===== src/rtl/core/cmdack_pkg.sv =====
// ----------------------------------------------------------------------------
// cmdack_pkg
// Shared types, codes and reset values of the command/ACK retry engine.
// ----------------------------------------------------------------------------
`default_nettype none

package cmdack_pkg;

  localparam int unsigned QUEUE_DEPTH_DEF = 8;
  localparam int unsigned OB_DEPTH        = 4;
  localparam int unsigned OB_PTRW         = $clog2(OB_DEPTH);
  localparam int unsigned OB_CNTW         = $clog2(OB_DEPTH + 1);

  localparam logic [15:0] ACK_TIMEOUT_RST    = 16'd500;
  localparam logic [2:0]  MAX_ATTEMPTS_RST   = 3'd3;
  localparam logic [15:0] ONLINE_TIMEOUT_RST = 16'd15000;
  localparam logic [7:0]  CTRL_TYPE_RST      = 8'd1;
  localparam logic [7:0]  ACK_TYPE_RST       = 8'd2;
  localparam logic [7:0]  NACK_TYPE_RST      = 8'd3;
  localparam logic [15:0] NEXT_SEQ_RST       = 16'd1;

  typedef enum logic [1:0] {
    OP_TICK   = 2'd0,
    OP_FRAME  = 2'd1,
    OP_SUBMIT = 2'd2,
    OP_POLL   = 2'd3
  } opcode_e;

  typedef enum logic [1:0] {
    KIND_TX       = 2'd0,
    KIND_RESULT   = 2'd1,
    KIND_ACCEPTED = 2'd2,
    KIND_POLL     = 2'd3
  } kind_e;

  typedef enum logic [2:0] {
    RC_OK         = 3'd0,
    RC_REJECTED   = 3'd1,
    RC_TIMEOUT    = 3'd2,
    RC_OFFLINE    = 3'd3,
    RC_QUEUE_FULL = 3'd4
  } rcode_e;

  typedef enum logic [2:0] {
    CFG_ACK_TIMEOUT    = 3'd0,
    CFG_MAX_ATTEMPTS   = 3'd1,
    CFG_ONLINE_TIMEOUT = 3'd2,
    CFG_CTRL_TYPE      = 3'd3,
    CFG_ACK_TYPE       = 3'd4,
    CFG_NACK_TYPE      = 3'd5
  } cfg_idx_e;

  typedef struct packed {
    logic [15:0] ack_timeout;
    logic [2:0]  max_attempts;
    logic [15:0] online_timeout;
    logic [7:0]  ctrl_type;
    logic [7:0]  ack_type;
    logic [7:0]  nack_type;
  } cfg_t;

  typedef struct packed {
    logic [1:0]  opcode;
    logic [7:0]  frame_type;
    logic [7:0]  frame_length;
    logic [7:0]  frame_first_byte;
    logic [7:0]  frame_second_byte;
    logic [15:0] frame_sequence;
    logic [7:0]  command_id;
  } item_t;

  typedef struct packed {
    logic [15:0] seq;
    logic [7:0]  id;
  } pend_t;

  typedef struct packed {
    logic  push;
    logic  pop;
    pend_t data;
  } q_ctl_t;

  typedef struct packed {
    logic [1:0]  kind;
    logic [15:0] sequence_res;
    logic [7:0]  result_id;
    logic [2:0]  attempts;
    logic [2:0]  result_code;
    logic        link_lost;
    logic        last;
  } res_t;

  typedef struct packed {
    logic v0;
    logic v1;
    res_t r0;
    res_t r1;
  } res_wr_t;

  function automatic res_t mk_res(kind_e kind, logic [15:0] seq, logic [7:0] id,
                                  logic [2:0] att, rcode_e code, logic lost);
    res_t r;
    r.kind         = kind;
    r.sequence_res = seq;
    r.result_id    = id;
    r.attempts     = att;
    r.result_code  = code;
    r.link_lost    = lost;
    r.last         = 1'b0;
    return r;
  endfunction

endpackage

`default_nettype wire


===== src/rtl/core/cmdack_if.sv =====
// ----------------------------------------------------------------------------
// cmdack_if
// Valid/ready channels of the engine: event input, result output, config.
// ----------------------------------------------------------------------------
`default_nettype none

interface cmdack_in_if;
  logic        valid;
  logic        ready;
  logic [1:0]  opcode;
  logic [7:0]  frame_type;
  logic [7:0]  frame_length;
  logic [7:0]  frame_first_byte;
  logic [7:0]  frame_second_byte;
  logic [15:0] frame_sequence;
  logic [7:0]  command_id;

  modport source (
    output valid, opcode, frame_type, frame_length, frame_first_byte,
           frame_second_byte, frame_sequence, command_id,
    input  ready
  );
  modport sink (
    input  valid, opcode, frame_type, frame_length, frame_first_byte,
           frame_second_byte, frame_sequence, command_id,
    output ready
  );
endinterface

interface cmdack_out_if;
  logic        valid;
  logic        ready;
  logic [1:0]  kind;
  logic [15:0] sequence_res;
  logic [7:0]  result_id;
  logic [2:0]  attempts;
  logic [2:0]  result_code;
  logic        link_lost;
  logic        last;

  modport source (
    output valid, kind, sequence_res, result_id, attempts, result_code,
           link_lost, last,
    input  ready
  );
  modport sink (
    input  valid, kind, sequence_res, result_id, attempts, result_code,
           link_lost, last,
    output ready
  );
endinterface

interface cmdack_cfg_if;
  logic        valid;
  logic        ready;
  logic [2:0]  index;
  logic [15:0] data;

  modport source (output valid, index, data, input ready);
  modport sink (input valid, index, data, output ready);
endinterface

`default_nettype wire


===== src/rtl/core/cmdack_cfg.sv =====
// ----------------------------------------------------------------------------
// cmdack_cfg
// Configuration register file, written over the config channel.
// ----------------------------------------------------------------------------
`default_nettype none

module cmdack_cfg import cmdack_pkg::*; (
  input  logic clk_i,
  input  logic rst_ni,
  cmdack_cfg_if.sink cfg_i,
  output cfg_t cfg_o
);

  cfg_t cfg_q;

  assign cfg_i.ready = 1'b1;
  assign cfg_o       = cfg_q;

  always_ff @(posedge clk_i or negedge rst_ni) begin
    if (!rst_ni) begin
      cfg_q.ack_timeout    <= ACK_TIMEOUT_RST;
      cfg_q.max_attempts   <= MAX_ATTEMPTS_RST;
      cfg_q.online_timeout <= ONLINE_TIMEOUT_RST;
      cfg_q.ctrl_type      <= CTRL_TYPE_RST;
      cfg_q.ack_type       <= ACK_TYPE_RST;
      cfg_q.nack_type      <= NACK_TYPE_RST;
    end else if (cfg_i.valid) begin
      unique case (cfg_i.index)
        CFG_ACK_TIMEOUT:    cfg_q.ack_timeout    <= cfg_i.data;
        CFG_MAX_ATTEMPTS:   cfg_q.max_attempts   <= cfg_i.data[2:0];
        CFG_ONLINE_TIMEOUT: cfg_q.online_timeout <= cfg_i.data;
        CFG_CTRL_TYPE:      cfg_q.ctrl_type      <= cfg_i.data[7:0];
        CFG_ACK_TYPE:       cfg_q.ack_type       <= cfg_i.data[7:0];
        CFG_NACK_TYPE:      cfg_q.nack_type      <= cfg_i.data[7:0];
        default: ;  // writes beyond the register list are dropped
      endcase
    end
  end

endmodule

`default_nettype wire


===== src/rtl/core/cmdack_queue.sv =====
// ----------------------------------------------------------------------------
// cmdack_queue
// FIFO of pending commands with registered head read and write bypass.
// ----------------------------------------------------------------------------
`default_nettype none

module cmdack_queue import cmdack_pkg::*; #(
  parameter int unsigned QUEUE_DEPTH = QUEUE_DEPTH_DEF,
  localparam int unsigned PtrW = (QUEUE_DEPTH > 1) ? $clog2(QUEUE_DEPTH) : 1,
  localparam int unsigned CntW = $clog2(QUEUE_DEPTH + 1)
) (
  input  logic            clk_i,
  input  logic            rst_ni,
  input  q_ctl_t          ctl_i,
  output pend_t           head_o,
  output logic [CntW-1:0] count_o
);

  pend_t           mem [QUEUE_DEPTH];
  pend_t           head_q;
  logic [PtrW-1:0] rd_ptr_q, rd_ptr_d, wr_ptr_q, wr_ptr_d;
  logic [CntW-1:0] cnt_q, cnt_d;

  function automatic logic [PtrW-1:0] ptr_inc(logic [PtrW-1:0] p);
    return (p == PtrW'(QUEUE_DEPTH - 1)) ? '0 : p + PtrW'(1);
  endfunction

  always_comb begin
    rd_ptr_d = ctl_i.pop  ? ptr_inc(rd_ptr_q) : rd_ptr_q;
    wr_ptr_d = ctl_i.push ? ptr_inc(wr_ptr_q) : wr_ptr_q;
    cnt_d    = cnt_q;
    if (ctl_i.push) begin
      cnt_d = cnt_q + CntW'(1);
    end else if (ctl_i.pop) begin
      cnt_d = cnt_q - CntW'(1);
    end
  end

  always_ff @(posedge clk_i or negedge rst_ni) begin
    if (!rst_ni) begin
      rd_ptr_q <= '0;
      wr_ptr_q <= '0;
      cnt_q    <= '0;
    end else begin
      rd_ptr_q <= rd_ptr_d;
      wr_ptr_q <= wr_ptr_d;
      cnt_q    <= cnt_d;
    end
  end

  // head_q is loaded from the next read pointer, so it always holds the entry at the read pointer
  always_ff @(posedge clk_i) begin
    if (ctl_i.push) begin
      mem[wr_ptr_q] <= ctl_i.data;
    end
    if (ctl_i.push && (wr_ptr_q == rd_ptr_d)) begin
      head_q <= ctl_i.data;
    end else begin
      head_q <= mem[rd_ptr_d];
    end
  end

  assign head_o  = head_q;
  assign count_o = cnt_q;

  a_no_overflow: assert property (@(posedge clk_i) disable iff (!rst_ni)
    ctl_i.push |-> (cnt_q < CntW'(QUEUE_DEPTH)))
    else $error("push into full command queue");

  a_push_pop_excl: assert property (@(posedge clk_i) disable iff (!rst_ni)
    !(ctl_i.push && ctl_i.pop))
    else $error("command queue pushed and popped in one cycle");

endmodule

`default_nettype wire


===== src/rtl/core/cmdack_outbuf.sv =====
// ----------------------------------------------------------------------------
// cmdack_outbuf
// Small result buffer: takes up to two results a cycle, drives one out.
// ----------------------------------------------------------------------------
`default_nettype none

module cmdack_outbuf import cmdack_pkg::*; (
  input  logic    clk_i,
  input  logic    rst_ni,
  input  res_wr_t wr_i,
  output logic    space_o,
  cmdack_out_if.source out_o
);

  res_t               res_mem [OB_DEPTH];
  logic [OB_PTRW-1:0] rd_ptr_q, wr_ptr_q;
  logic [OB_CNTW-1:0] cnt_q, n_wr;
  logic               rd;
  res_t               head;

  assign n_wr    = OB_CNTW'(wr_i.v0) + OB_CNTW'(wr_i.v1);
  assign rd      = out_o.valid && out_o.ready;
  assign space_o = cnt_q <= OB_CNTW'(OB_DEPTH - 2);

  always_ff @(posedge clk_i or negedge rst_ni) begin
    if (!rst_ni) begin
      rd_ptr_q <= '0;
      wr_ptr_q <= '0;
      cnt_q    <= '0;
    end else begin
      rd_ptr_q <= rd_ptr_q + OB_PTRW'(rd);
      wr_ptr_q <= wr_ptr_q + OB_PTRW'(n_wr);
      cnt_q    <= cnt_q + n_wr - OB_CNTW'(rd);
    end
  end

  always_ff @(posedge clk_i) begin
    if (wr_i.v0) begin
      res_mem[wr_ptr_q] <= wr_i.r0;
    end
    if (wr_i.v1) begin
      res_mem[wr_ptr_q + OB_PTRW'(1)] <= wr_i.r1;
    end
  end

  assign head               = res_mem[rd_ptr_q];
  assign out_o.valid        = cnt_q != '0;
  assign out_o.kind         = head.kind;
  assign out_o.sequence_res = head.sequence_res;
  assign out_o.result_id    = head.result_id;
  assign out_o.attempts     = head.attempts;
  assign out_o.result_code  = head.result_code;
  assign out_o.link_lost    = head.link_lost;
  assign out_o.last         = head.last;

  a_ob_bound: assert property (@(posedge clk_i) disable iff (!rst_ni)
    (cnt_q <= OB_CNTW'(OB_DEPTH)) && !(wr_i.v1 && !wr_i.v0))
    else $error("result buffer overrun or out-of-order write");

endmodule

`default_nettype wire


===== src/rtl/core/cmdack_engine.sv =====
// ----------------------------------------------------------------------------
// cmdack_engine
// Input register and stop-and-wait control: submit, ACK match, timeout,
// retransmit and link watchdog.
// ----------------------------------------------------------------------------
`default_nettype none

module cmdack_engine import cmdack_pkg::*; #(
  parameter int unsigned QUEUE_DEPTH = QUEUE_DEPTH_DEF,
  localparam int unsigned CntW = $clog2(QUEUE_DEPTH + 1)
) (
  input  logic            clk_i,
  input  logic            rst_ni,
  cmdack_in_if.sink       in_i,
  input  cfg_t            cfg_i,
  input  logic            space_i,
  input  pend_t           head_i,
  input  logic [CntW-1:0] pend_cnt_i,
  output q_ctl_t          q_ctl_o,
  output res_wr_t         res_wr_o
);

  item_t       item_q;
  logic        item_vld_q;
  logic        fire;

  logic [15:0] next_seq_q, next_seq_d;
  logic        busy_q, busy_d;
  logic [15:0] wait_seq_q, wait_seq_d;
  logic [7:0]  cur_id_q, cur_id_d;
  logic [2:0]  att_q, att_d;
  logic [15:0] ack_timer_q, ack_timer_d;
  logic [15:0] rx_elapsed_q, rx_elapsed_d;
  logic        link_seen_q, link_seen_d;
  logic        lost_rep_q, lost_rep_d;

  logic [15:0] limit, timer_inc;
  logic [2:0]  maxa;
  logic        online, frame_match, finish, lost;
  rcode_e      fin_code;
  res_wr_t     wr;
  q_ctl_t      qc;

  assign fire       = item_vld_q && space_i;
  assign in_i.ready = !item_vld_q || fire;

  always_ff @(posedge clk_i or negedge rst_ni) begin
    if (!rst_ni) begin
      item_vld_q <= 1'b0;
    end else if (in_i.ready) begin
      item_vld_q <= in_i.valid;
    end
  end

  always_ff @(posedge clk_i) begin
    if (in_i.valid && in_i.ready) begin
      item_q.opcode            <= in_i.opcode;
      item_q.frame_type        <= in_i.frame_type;
      item_q.frame_length      <= in_i.frame_length;
      item_q.frame_first_byte  <= in_i.frame_first_byte;
      item_q.frame_second_byte <= in_i.frame_second_byte;
      item_q.frame_sequence    <= in_i.frame_sequence;
      item_q.command_id        <= in_i.command_id;
    end
  end

  assign limit     = (cfg_i.ack_timeout == '0) ? 16'd1 : cfg_i.ack_timeout;
  assign maxa      = (cfg_i.max_attempts == '0) ? 3'd1 : cfg_i.max_attempts;
  assign online    = link_seen_q && (rx_elapsed_q < cfg_i.online_timeout);
  assign timer_inc = (ack_timer_q == '1) ? ack_timer_q : ack_timer_q + 16'd1;

  assign frame_match = busy_q
                    && ((item_q.frame_type == cfg_i.ack_type)
                        || (item_q.frame_type == cfg_i.nack_type))
                    && (item_q.frame_length >= 8'd2)
                    && (item_q.frame_first_byte == cfg_i.ctrl_type)
                    && (item_q.frame_sequence == wait_seq_q);

  always_comb begin
    next_seq_d   = next_seq_q;
    busy_d       = busy_q;
    wait_seq_d   = wait_seq_q;
    cur_id_d     = cur_id_q;
    att_d        = att_q;
    ack_timer_d  = ack_timer_q;
    rx_elapsed_d = rx_elapsed_q;
    link_seen_d  = link_seen_q;
    lost_rep_d   = lost_rep_q;
    finish       = 1'b0;
    fin_code     = RC_OK;
    lost         = 1'b0;
    wr           = '0;
    qc           = '0;
    qc.data      = '{seq: next_seq_q, id: item_q.command_id};

    if (fire) begin
      unique case (item_q.opcode)
        OP_TICK: begin
          rx_elapsed_d = (rx_elapsed_q == '1) ? rx_elapsed_q : rx_elapsed_q + 16'd1;
          if (busy_q) begin
            ack_timer_d = timer_inc;
            if (timer_inc >= limit) begin
              if (att_q < maxa) begin
                att_d       = att_q + 3'd1;
                ack_timer_d = '0;
                wr.v0       = 1'b1;
                wr.r0       = mk_res(KIND_TX, wait_seq_q, cur_id_q, att_q + 3'd1,
                                     RC_OK, 1'b0);
              end else begin
                finish   = 1'b1;
                fin_code = RC_TIMEOUT;
              end
            end
          end
        end
        OP_FRAME: begin
          rx_elapsed_d = '0;
          link_seen_d  = 1'b1;
          lost_rep_d   = 1'b0;
          if (frame_match) begin
            finish   = 1'b1;
            fin_code = ((item_q.frame_type == cfg_i.ack_type)
                        && (item_q.frame_second_byte == '0)) ? RC_OK : RC_REJECTED;
          end
        end
        OP_SUBMIT: begin
          next_seq_d = next_seq_q + 16'd1;
          wr.v0      = 1'b1;
          if (!online) begin
            wr.r0 = mk_res(KIND_RESULT, next_seq_q, item_q.command_id, 3'd0,
                           RC_OFFLINE, 1'b0);
          end else if (pend_cnt_i == CntW'(QUEUE_DEPTH)) begin
            wr.r0 = mk_res(KIND_RESULT, next_seq_q, item_q.command_id, 3'd0,
                           RC_QUEUE_FULL, 1'b0);
          end else begin
            wr.r0 = mk_res(KIND_ACCEPTED, next_seq_q, item_q.command_id, 3'd0,
                           RC_OK, 1'b0);
            if (busy_q) begin
              qc.push = 1'b1;
            end else begin
              // idle engine has an empty queue: start this command directly
              busy_d      = 1'b1;
              wait_seq_d  = next_seq_q;
              cur_id_d    = item_q.command_id;
              att_d       = 3'd1;
              ack_timer_d = '0;
              wr.v1       = 1'b1;
              wr.r1       = mk_res(KIND_TX, next_seq_q, item_q.command_id, 3'd1,
                                   RC_OK, 1'b0);
            end
          end
        end
        OP_POLL: begin
          if (link_seen_q && !online && !lost_rep_q) begin
            lost_rep_d = 1'b1;
            lost       = 1'b1;
          end
          wr.v0 = 1'b1;
          wr.r0 = mk_res(KIND_POLL, 16'd0, 8'd0, 3'd0, RC_OK, lost);
        end
        default: ;
      endcase

      if (finish) begin
        wr.v0       = 1'b1;
        wr.r0       = mk_res(KIND_RESULT, wait_seq_q, cur_id_q, att_q, fin_code, 1'b0);
        busy_d      = 1'b0;
        wait_seq_d  = '0;
        ack_timer_d = '0;
        if (pend_cnt_i != '0) begin
          qc.pop      = 1'b1;
          busy_d      = 1'b1;
          wait_seq_d  = head_i.seq;
          cur_id_d    = head_i.id;
          att_d       = 3'd1;
          wr.v1       = 1'b1;
          wr.r1       = mk_res(KIND_TX, head_i.seq, head_i.id, 3'd1, RC_OK, 1'b0);
        end
      end

      if (wr.v1) begin
        wr.r1.last = 1'b1;
      end else begin
        wr.r0.last = 1'b1;
      end
    end
  end

  assign res_wr_o = wr;
  assign q_ctl_o  = qc;

  always_ff @(posedge clk_i or negedge rst_ni) begin
    if (!rst_ni) begin
      next_seq_q   <= NEXT_SEQ_RST;
      busy_q       <= 1'b0;
      wait_seq_q   <= '0;
      cur_id_q     <= '0;
      att_q        <= '0;
      ack_timer_q  <= '0;
      rx_elapsed_q <= '0;
      link_seen_q  <= 1'b0;
      lost_rep_q   <= 1'b0;
    end else begin
      next_seq_q   <= next_seq_d;
      busy_q       <= busy_d;
      wait_seq_q   <= wait_seq_d;
      cur_id_q     <= cur_id_d;
      att_q        <= att_d;
      ack_timer_q  <= ack_timer_d;
      rx_elapsed_q <= rx_elapsed_d;
      link_seen_q  <= link_seen_d;
      lost_rep_q   <= lost_rep_d;
    end
  end

  a_idle_empty: assert property (@(posedge clk_i) disable iff (!rst_ni)
    !busy_q |-> (pend_cnt_i == '0))
    else $error("engine idle while commands are queued");

  a_busy_attempt: assert property (@(posedge clk_i) disable iff (!rst_ni)
    busy_q |-> (att_q != '0))
    else $error("engine busy with no transmission made");

endmodule

`default_nettype wire


===== src/rtl/core/command_ack_retry_engine.sv =====
// ----------------------------------------------------------------------------
// command_ack_retry_engine
// Stop-and-wait command sender with ACK timeout, retransmit and link watchdog.
// ----------------------------------------------------------------------------
// Events (ms ticks, parsed frames, submits, polls) enter through a one-item
// input register and are processed from it once the result buffer has room;
// results pass from there into a four-entry result buffer. An item that
// yields at most one result can be transferred every cycle while the buffer
// keeps room. A submit that starts an idle engine, and an ACK, NACK or final
// timeout with a further command queued, yield two results and hold the
// result port for both; the input stalls only when the buffer has fewer than
// two free entries. Pending commands sit in a QUEUE_DEPTH-entry FIFO with a
// registered head read; no clearing pass.
// Configuration writes are taken in every cycle and must be made while idle.
`default_nettype none

module command_ack_retry_engine import cmdack_pkg::*; #(
  parameter int unsigned QUEUE_DEPTH = QUEUE_DEPTH_DEF
) (
  input  logic          clk_i,
  input  logic          rst_ni,
  cmdack_cfg_if.sink    cfg_i,
  cmdack_in_if.sink     in_i,
  cmdack_out_if.source  out_o
);

  localparam int unsigned CntW = $clog2(QUEUE_DEPTH + 1);

  cfg_t            cfg;
  q_ctl_t          q_ctl;
  pend_t           head;
  logic [CntW-1:0] pend_cnt;
  res_wr_t         res_wr;
  logic            space;

  cmdack_cfg u_cfg (
    .clk_i  (clk_i),
    .rst_ni (rst_ni),
    .cfg_i  (cfg_i),
    .cfg_o  (cfg)
  );

  cmdack_queue #(
    .QUEUE_DEPTH (QUEUE_DEPTH)
  ) u_queue (
    .clk_i   (clk_i),
    .rst_ni  (rst_ni),
    .ctl_i   (q_ctl),
    .head_o  (head),
    .count_o (pend_cnt)
  );

  cmdack_engine #(
    .QUEUE_DEPTH (QUEUE_DEPTH)
  ) u_engine (
    .clk_i      (clk_i),
    .rst_ni     (rst_ni),
    .in_i       (in_i),
    .cfg_i      (cfg),
    .space_i    (space),
    .head_i     (head),
    .pend_cnt_i (pend_cnt),
    .q_ctl_o    (q_ctl),
    .res_wr_o   (res_wr)
  );

  cmdack_outbuf u_outbuf (
    .clk_i   (clk_i),
    .rst_ni  (rst_ni),
    .wr_i    (res_wr),
    .space_o (space),
    .out_o   (out_o)
  );

endmodule

`default_nettype wire


===== src/flat_wrapper.sv =====
// flat-port wrapper written by rule: the top's interface ports become plain ports
module command_ack_retry_engine_flat import cmdack_pkg::*;
#(
  parameter int unsigned QUEUE_DEPTH = QUEUE_DEPTH_DEF
)
  (clk_i, rst_ni, cfg_i_valid, cfg_i_index, cfg_i_data, cfg_i_ready, in_i_valid, in_i_opcode, in_i_frame_type, in_i_frame_length, in_i_frame_first_byte, in_i_frame_second_byte, in_i_frame_sequence, in_i_command_id, in_i_ready, out_o_valid, out_o_kind, out_o_sequence_res, out_o_result_id, out_o_attempts, out_o_result_code, out_o_link_lost, out_o_last, out_o_ready);
  cmdack_cfg_if cfg_i_i ();
  cmdack_in_if in_i_i ();
  cmdack_out_if out_o_i ();
  input  logic clk_i;
  input  logic rst_ni;
  input wire logic [$bits(cfg_i_i.valid)-1:0] cfg_i_valid;
  input wire logic [$bits(cfg_i_i.index)-1:0] cfg_i_index;
  input wire logic [$bits(cfg_i_i.data)-1:0] cfg_i_data;
  output wire logic [$bits(cfg_i_i.ready)-1:0] cfg_i_ready;
  input wire logic [$bits(in_i_i.valid)-1:0] in_i_valid;
  input wire logic [$bits(in_i_i.opcode)-1:0] in_i_opcode;
  input wire logic [$bits(in_i_i.frame_type)-1:0] in_i_frame_type;
  input wire logic [$bits(in_i_i.frame_length)-1:0] in_i_frame_length;
  input wire logic [$bits(in_i_i.frame_first_byte)-1:0] in_i_frame_first_byte;
  input wire logic [$bits(in_i_i.frame_second_byte)-1:0] in_i_frame_second_byte;
  input wire logic [$bits(in_i_i.frame_sequence)-1:0] in_i_frame_sequence;
  input wire logic [$bits(in_i_i.command_id)-1:0] in_i_command_id;
  output wire logic [$bits(in_i_i.ready)-1:0] in_i_ready;
  output wire logic [$bits(out_o_i.valid)-1:0] out_o_valid;
  output wire logic [$bits(out_o_i.kind)-1:0] out_o_kind;
  output wire logic [$bits(out_o_i.sequence_res)-1:0] out_o_sequence_res;
  output wire logic [$bits(out_o_i.result_id)-1:0] out_o_result_id;
  output wire logic [$bits(out_o_i.attempts)-1:0] out_o_attempts;
  output wire logic [$bits(out_o_i.result_code)-1:0] out_o_result_code;
  output wire logic [$bits(out_o_i.link_lost)-1:0] out_o_link_lost;
  output wire logic [$bits(out_o_i.last)-1:0] out_o_last;
  input wire logic [$bits(out_o_i.ready)-1:0] out_o_ready;
  assign cfg_i_i.valid = cfg_i_valid;
  assign cfg_i_i.index = cfg_i_index;
  assign cfg_i_i.data = cfg_i_data;
  assign cfg_i_ready = cfg_i_i.ready;
  assign in_i_i.valid = in_i_valid;
  assign in_i_i.opcode = in_i_opcode;
  assign in_i_i.frame_type = in_i_frame_type;
  assign in_i_i.frame_length = in_i_frame_length;
  assign in_i_i.frame_first_byte = in_i_frame_first_byte;
  assign in_i_i.frame_second_byte = in_i_frame_second_byte;
  assign in_i_i.frame_sequence = in_i_frame_sequence;
  assign in_i_i.command_id = in_i_command_id;
  assign in_i_ready = in_i_i.ready;
  assign out_o_valid = out_o_i.valid;
  assign out_o_kind = out_o_i.kind;
  assign out_o_sequence_res = out_o_i.sequence_res;
  assign out_o_result_id = out_o_i.result_id;
  assign out_o_attempts = out_o_i.attempts;
  assign out_o_result_code = out_o_i.result_code;
  assign out_o_link_lost = out_o_i.link_lost;
  assign out_o_last = out_o_i.last;
  assign out_o_i.ready = out_o_ready;
  command_ack_retry_engine #(.QUEUE_DEPTH(QUEUE_DEPTH)) u_core (.clk_i(clk_i), .rst_ni(rst_ni), .cfg_i(cfg_i_i), .in_i(in_i_i), .out_o(out_o_i));
endmodule

===== config.mk =====
export PLATFORM = sky130hd
export DESIGN_NAME = command_ack_retry_engine_flat
export DESIGN_NICKNAME = d
export VERILOG_FILES = /design/src/rtl/core/cmdack_pkg.sv /design/src/rtl/core/cmdack_if.sv /design/src/rtl/core/cmdack_cfg.sv /design/src/rtl/core/cmdack_queue.sv /design/src/rtl/core/cmdack_outbuf.sv /design/src/rtl/core/cmdack_engine.sv /design/src/rtl/core/command_ack_retry_engine.sv /design/src/flat_wrapper.sv
export SDC_FILE = /design/constraint.sdc
export NUM_CORES = 1
export LEC_CHECK = 0
export ABC_AREA = 1
export CORE_ASPECT_RATIO = 0.6
export CORE_UTILIZATION = 50
export DETAILED_ROUTE_END_ITERATION = 8
export DONT_BUFFER_PORTS = 1
export PLACE_DENSITY = 0.67
export SETUP_SLACK_MARGIN = 0.15
export SKIP_LAST_GASP = 1
export SYNTH_ARGS = -nofsm -noshare
export SYNTH_HDL_FRONTEND = slang
export SYNTH_SLANG_ARGS = --single-unit

===== constraint.sdc =====
create_clock -name clk_i -period 4.2 [get_ports clk_i]
set_clock_uncertainty 0.1 [all_clocks]
set_input_delay 0.21 -clock clk_i [delete_from_list [all_inputs] [get_ports clk_i]]
set_output_delay 0.21 -clock clk_i [all_outputs]
set_load 0.1 [all_outputs]

-- Yosys cells after proc, flatten, opt, wreduce, memory -nomap -nowiden
Memory sizes are Yosys's and may differ from the RTL's. A register that Yosys moved wholly into a read port is not among the register bits.
Cells that the tools add are included.
- register bits after elaboration: 213
- memories kept: 2
- output and inout bits: 37
- word-level logic and storage cells: 214
- memory bits (writable): 328
- input port bits: 82
- order comparisons: 5
- muxes and demuxes: 96
- eq/ne operators: 25
- reduce and logical (&&, ||, !) cells: 43
- add/sub/neg operators: 14
- memory list (name ; depth ; width ; read ports ; clocked after Yosys merged registers in ; write ports ; line ; RTL):
    u_core.u_queue.mem ; 8 ; 24 ; 1 ; 1 ; 1 ; cmdack_queue.sv:19 ; pend_t mem [QUEUE_DEPTH];
    u_core.u_outbuf.res_mem ; 4 ; 34 ; 1 ; 0 ; 2 ; cmdack_outbuf.sv:15 ; res_t res_mem [OB_DEPTH];
- operators with widths (kind ; count):
    16-bit 2-to-1 mux ; 16
    70-bit 2-to-1 mux ; 3
    34-bit 2-to-1 mux ; 6
    32-bit 2-to-1 mux ; 4
    34-bit one-hot mux with 3 select lines ; 1
    16-bit one-hot mux with 2 select lines ; 2
    16-bit by 1-bit adder with 16-bit output (second input constant) ; 3
    8-bit 2-to-1 mux ; 6
    3-bit 2-to-1 mux ; 12
    1-bit 2-to-1 mux ; 35
    16-bit == test (second input constant) ; 2
    8-bit == test ; 3
    16-bit == test ; 1
    16-bit >= comparator ; 1
    16-bit zero test ; 1
    16-bit less-than comparator ; 1
    2-bit AND reduction ; 8
    3-bit == test (second input constant) ; 4
    3-bit inequality test (second input constant) ; 4
    1-bit logical AND ; 11
    2-bit nonzero test ; 5
    3-bit by 1-bit adder with 3-bit output (second input constant) ; 3
    8-bit by 2-bit >= comparator with 1-bit output (second input constant) ; 1
    8-bit zero test ; 1
    33 further kinds ; 49

-- Longest topological paths before layout
- word-level depth: 16
- mapped depth: 31
- depth with buffers taken out: 31

-- By module
From an unflattened synthesis, not the netlist that was laid out.
- cell total of the unflattened synthesis: 3173
- area, all modules: 27725.3 um^2
- modules (own cells, without submodules) (module ; cells an instance ; area an instance (um^2) ; instances ; sequential area each (um^2)):
    cmdack_engine ; 1149 ; 8878.5 ; 1 ; 3689.8
    cmdack_queue ; 710 ; 8324.2 ; 1 ; 6075.8
    cmdack_outbuf ; 1045 ; 8135.3 ; 1 ; 4259.1
    cmdack_cfg ; 269 ; 2387.3 ; 1 ; 1500.2

-- Worst setup path before layout
Ideal clock, no wire load.
- path kind: register -> register
- start point: register u_core.u_cfg.cfg_q, in the netlist u_core.u_cfg.cfg_o[35]
- end point: memory u_core.u_queue.mem[2][0] (netlist name) (enable)
- stages on the path, launching flop included: 11
- buffers on the path: 0
- required time: 3.665 ns
- path slack: -0.185 ns
- arrival time: 3.850 ns
- period minus slack after synthesis: 4.385 ns
- library setup time: 0.435 ns
- path through: dfstp_2 -> inv_1 -> ha_1 -> a21oi_1 -> o21ai_0 -> a21oi_1 -> nand3_1 -> nor2_1 -> nand3_1 -> or2_2 -> nor3_1
- word-level cells in the longest chain between the ends: 7
- ends and longest elaborated chain (item ; line ; RTL):
    start, declared ; cmdack_cfg.sv:14 ; cfg_t cfg_q;
    16-bit less-than comparator ; cmdack_engine.sv:69 ; assign online = link_seen_q && (rx_elapsed_q < cfg_i.online_timeout);
    1-bit logical AND ; cmdack_engine.sv:69 ;
    1-bit 2-to-1 mux ; cmdack_engine.sv:129 ; if (!online) begin
    1-bit 2-to-1 mux ; cmdack_engine.sv:97 ; unique case (item_q.opcode)
    2-bit 2-to-1 mux ; cmdack_engine.sv:96 ; if (fire) begin
    1-bit 2-to-1 mux ; cmdack_queue.sv:53 ; if (ctl_i.push) begin
    1-bit 2-to-1 mux (not written as such) ; cmdack_queue.sv:54 ; mem[wr_ptr_q] <= ctl_i.data;
    end, declared ; cmdack_queue.sv:19 ;
No other way between the ends.

-- Worst setup path after layout
- start point: register u_core.u_engine.ack_timer_q[5]
- end point: register u_core.u_outbuf.cnt_q[2]
- word-level cells in the longest chain between the ends: 13
- elaborated cells between the ends (all ways): 17
- those cells by class: add/sub (4); order compare (1); eq/ne (1); mux (11)
- ends and longest elaborated chain (item ; line ; RTL):
    start, declared ; cmdack_engine.sv:32 ; logic [15:0] ack_timer_q, ack_timer_d;
    start signal, assigned ; cmdack_engine.sv:209 ; ack_timer_q <= ack_timer_d;
    16-bit by 1-bit adder with 16-bit output or 16-bit == test (tied branches) ; cmdack_engine.sv:70 ; assign timer_inc = (ack_timer_q == '1) ? ack_timer_q : ack_timer_q + 16'd1;
    16-bit 2-to-1 mux (*) ; cmdack_engine.sv:70 ;
    16-bit >= comparator (*) ; cmdack_engine.sv:102 ; if (timer_inc >= limit) begin
    1-bit 2-to-1 mux ; cmdack_engine.sv:102 ;
    1-bit 2-to-1 mux ; cmdack_engine.sv:100 ; if (busy_q) begin
    1-bit one-hot mux with 2 select lines ; cmdack_engine.sv:97 ;
    1-bit 2-to-1 mux ; cmdack_engine.sv:96 ;
    70-bit 2-to-1 mux (*) ; cmdack_engine.sv:164 ; if (finish) begin
    70-bit 2-to-1 mux (*) (2 in a row) ; cmdack_engine.sv:96 ;
    1-bit by 1-bit adder with 2-bit output (*) ; cmdack_outbuf.sv:21 ; assign n_wr = OB_CNTW'(wr_i.v0) + OB_CNTW'(wr_i.v1);
    3-bit adder (*) ; cmdack_outbuf.sv:33 ; cnt_q <= cnt_q + n_wr - OB_CNTW'(rd);
    3-bit by 1-bit subtractor with 3-bit output (*) ; cmdack_outbuf.sv:33 ;
    end signal, assigned ; cmdack_outbuf.sv:33 ;
    end, declared ; cmdack_outbuf.sv:17 ; logic [OB_CNTW-1:0] cnt_q, n_wr;
Every way passes the cells marked *; elsewhere a longest branch is shown, timed or not. The select of a mux whose other input is x is not followed.
A chain may end at the register's enable or synchronous reset.

==> metrics.md <==
| Metric | Value |
|---|---|
| Status | `complete, but fails checks` |
| Violated checks | `negative setup slack` |
| Final hold vios | `0` |
| CTS tree | `built` |
| Worst r2r dst | `u_core.u_outbuf.cnt_q[2]` |
| Register-to-Register Setup Slack | `-0.11 ns` |
| Starting Density | `50.7%` |
| Antenna violations before repair | `1` |
| RSZ-0062 raised after global routing | `yes` |
| Root buffer cell | `clkbuf_16` |
| Most frequent cells in the layout | `nand2_1, edfxtp_1, nor2_1` |
| Leakage | `12.8 nW` |
| Worst Setup Path Type | `reg2reg` |
| Max transition margin | `17.1%` |
| Via Count | `21000` |
| Pin count of the biggest net entering global routing | `156` |
| Share of layout cells above drive strength 1 | `13.5%` |
| Share of the synthesized area in the top cell type | `41.1%` |
| CP endpoint kind | `flop` |
| # rows | `64` |
| Max-slew violation count | `0` |
| GR Overflow Total | `0` |
| Clock latency at the later pin of the worst-skew pair | `0.59 ns` |
| Measured slew at the worst slew-check pin | `1.24 ns` |
| Final total power | `0.0187 W` |
| All-Layer GR Usage | `28.1%` |
| Routed len/inst | `19.9 microns` |
| Commonest non-fill, non-tap cell in the layout | `nand2_1` |
| Placer Congestion | `0.929` |
| R2R cell count | `26` |
| Pre-CTS WS | `-0.110 ns` |
| Hold depth | `2` |
| Final worst-path cycle share | `103%` |
| Yosys warns | `0` |
| Startpoint types | `flop` |
| Seq/Total Area, Yosys | `58.9%` |
| Final instance area | `30800 sq um` |
| Pwr/cell area | `606 nW/um^2` |
| Clk slew on worst S/H paths | `0.07 ns` |
| Buffers on Ports | `0` |
| Async SR Flop Fraction | `28.5%` |
| Post-synth top flop | `edfxtp_1` |
| Final worst slack | `-0.106 ns` |
| ANT cells | `0` |
| Hold Startpoint | `out_o_ready` |
| Mean Syn Cell Area | `9.24 sq um` |
| EDFF count, synth | `353` |
| Synthesized net count | `2927` |
| Yosys top cell by area | `edfxtp_1` |
| Gate Count Post-Synth | `2793` |
| Max clock buf depth | `3` |
| Worst Setup SP | `u_core.u_engine.ack_timer_q[5]` |
| WHS Endpoint | `u_core.u_outbuf.rd_ptr_q[0]` |
| Die ar. | `52500 sq um` |
| Die Ht | `178 microns` |
| Fmax | `232 MHz` |
| Hpwl dp | `48100 microns` |
| Routed Antenna Nets | `0` |
| Main area contributors after synthesis | `edfxtp_1, dfrtp_1, nand2_1, o21ai_0, nor2_1` |
| Ports | `119` |
| Hold Crit Class | `in2reg` |
| Worst vdd ir | `0.000558 V` |
| Netlist cell types | `53` |
| Critical path data required time | `4.56 ns` |
| WL final | `73500 microns` |
| Drt drc | `0` |
| TritonRoute pass-1 iters | `6` |
| DRT iter0 DRCs | `2369` |
| CTS Buf Count | `50` |
| Tmin final | `4.31 ns` |
| Core footprint | `50900 sq um` |
| First-pass GRT wire length | `114000 microns` |
| H-tree Lvls | `2` |
| Critical R2R Launch | `u_core.u_engine.ack_timer_q[5]` |
| CP arrival | `4.66 ns` |
| Post-DP Area | `27800 sq um` |
| Die Width | `295 microns` |
| Crit-path max FO | `6` |
| P&R area growth vs syn | `19.5%` |
| Clock sink count | `543` |
| Cell Area, Synth | `25800 sq um` |
| Max Cap Viol | `0` |
| # nets final | `3096` |
| Setup violators final | `2` |
| Vias in the first global route | `20000` |
| DR vias/cell | `5.67` |
| #FFs+latches synth | `543` |
[worst max-delay path by stage]
stage                          endpoint  slack [ns]  cells after the start
2_1_floorplan  u_core.u_queue.mem[2][0]       -0.18                     10
3_3_place_gp   u_core.u_outbuf.cnt_q[2]       -0.02                     30
3_5_place_dp   u_core.u_outbuf.cnt_q[2]       -0.11                     26
4_1_cts        u_core.u_outbuf.cnt_q[2]        0.03                     26
5_1_grt        u_core.u_outbuf.cnt_q[2]       -0.31                     26
6_report       u_core.u_outbuf.cnt_q[2]       -0.11                     26
[kinds of logic after synthesis]
logic type                 synth area share, %
adders and majority gates                 2.58
and+or+nand+nor                           19.3
DFF                                       58.9
other                                   0.0145
buffers and inverters                     5.78
AOI/OAI and AO/OA                         11.1
xor gates and xnor gates                  2.31
[flip-flops by register name, indices dropped and copies added, names as in the netlist, 4 cells and up, named ones only]
name,cells
u_core.u_cfg.cfg_o,59
u_core.u_engine.ack_timer_q,16
u_core.u_engine.cur_id_q,8
u_core.u_engine.item_q,49
u_core.u_engine.next_seq_q,16
u_core.u_engine.q_ctl_o,8
u_core.u_engine.rx_elapsed_q,16
u_core.u_engine.wait_seq_q,16
u_core.u_outbuf.res_mem,136
u_core.u_queue.count_o,4
u_core.u_queue.mem,192
[routing by layer]
metal,GRT usage (%),wire [microns]
met5,0,0
met4,6.33,1430
met3,4.78,7170
met2,42.3,32000
met1,42.4,32900
[worst max-delay path, stage by stage (launching register included)]
cell,delay (ns)
dfrtp_1,0.39
inv_2,0.07
nor3_4,0.19
nand3b_1,0.14
nor2_2,0.19
nand2_4,0.14
nand4_1,0.20
xor2_2,0.23
inv_2,0.07
ha_4,0.23
a21oi_2,0.12
o21ai_1,0.07
a21oi_1,0.17
nand2_2,0.12
nand2_2,0.12
nand2_4,0.06
nand2_4,0.08
nand2_4,0.07
nand2_4,0.10
inv_4,0.04
ha_4,0.29
inv_2,0.05
ha_4,0.25
inv_2,0.04
ha_4,0.15
fa_2,0.34
xnor2_1,0.14
[cell usage after synthesis, types with 4 or more instances]
cell	number
nor2_2	4
a21boi_0	5
xor2_1	33
clkbuf_1	79
nor2_4	4
nor2_1	331
nand2_2	4
xnor2_1	35
nand3_1	65
nand3_2	5
dfxtp_1	35
o21ai_0	319
o21ai_1	33
dfstp_2	20
o221ai_1	28
nand3b_1	8
dfrtp_1	135
edfxtp_1	353
inv_2	11
o211ai_1	4
ha_1	50
buf_2	32
nor3_1	37
nand4_1	17
o31ai_1	9
inv_1	248
nand2_1	735
a21oi_1	51
nor4_1	13
o22ai_1	51
[cell type report]
type | count | area (sq um)
sequential | 543 | 15200
clock buffer | 71 | 1400
tap | 693 | 867
inverter | 261 | 988
timing repair buffer | 236 | 2280
clock inverter | 23 | 303
fill | 4196 | 20100
multi-input combinational | 1870 | 9780
[metrics by stage]
stage	setup TNS (ns)	hold slack, ns	std cells	util [%]
CTS	0	0.0168	3687	59.8
floorplan	-17.76	-0.186	2793	-
global placement	-0.0333	-0.177	3505	54.6
finish	-0.180	0.0339	3697	60.5
detailed placement	-0.225	-0.178	3505	54.6
global route	-19.41	0.0362	3697	60.5
[power by group]
group | internal (W) | switching, W
clock network | 0.00273 | 0.00208
logic | 0.00176 | 0.00496
registers | 0.00659 | 0.000559
total | 0.0111 | 0.00760
[timing repair]
item / in CTS / in global routing
resized for setup: 13 / 66
pin swaps: 10 / 14
setup buffers: 5 / 9
endpoints found under the setup margin: 103 / 245
gates cloned: 0 / 1
hold endpoints to repair: 276 / 0
hold buffers: 83 / 0
Note: power is estimated with default switching activity, not from simulation.
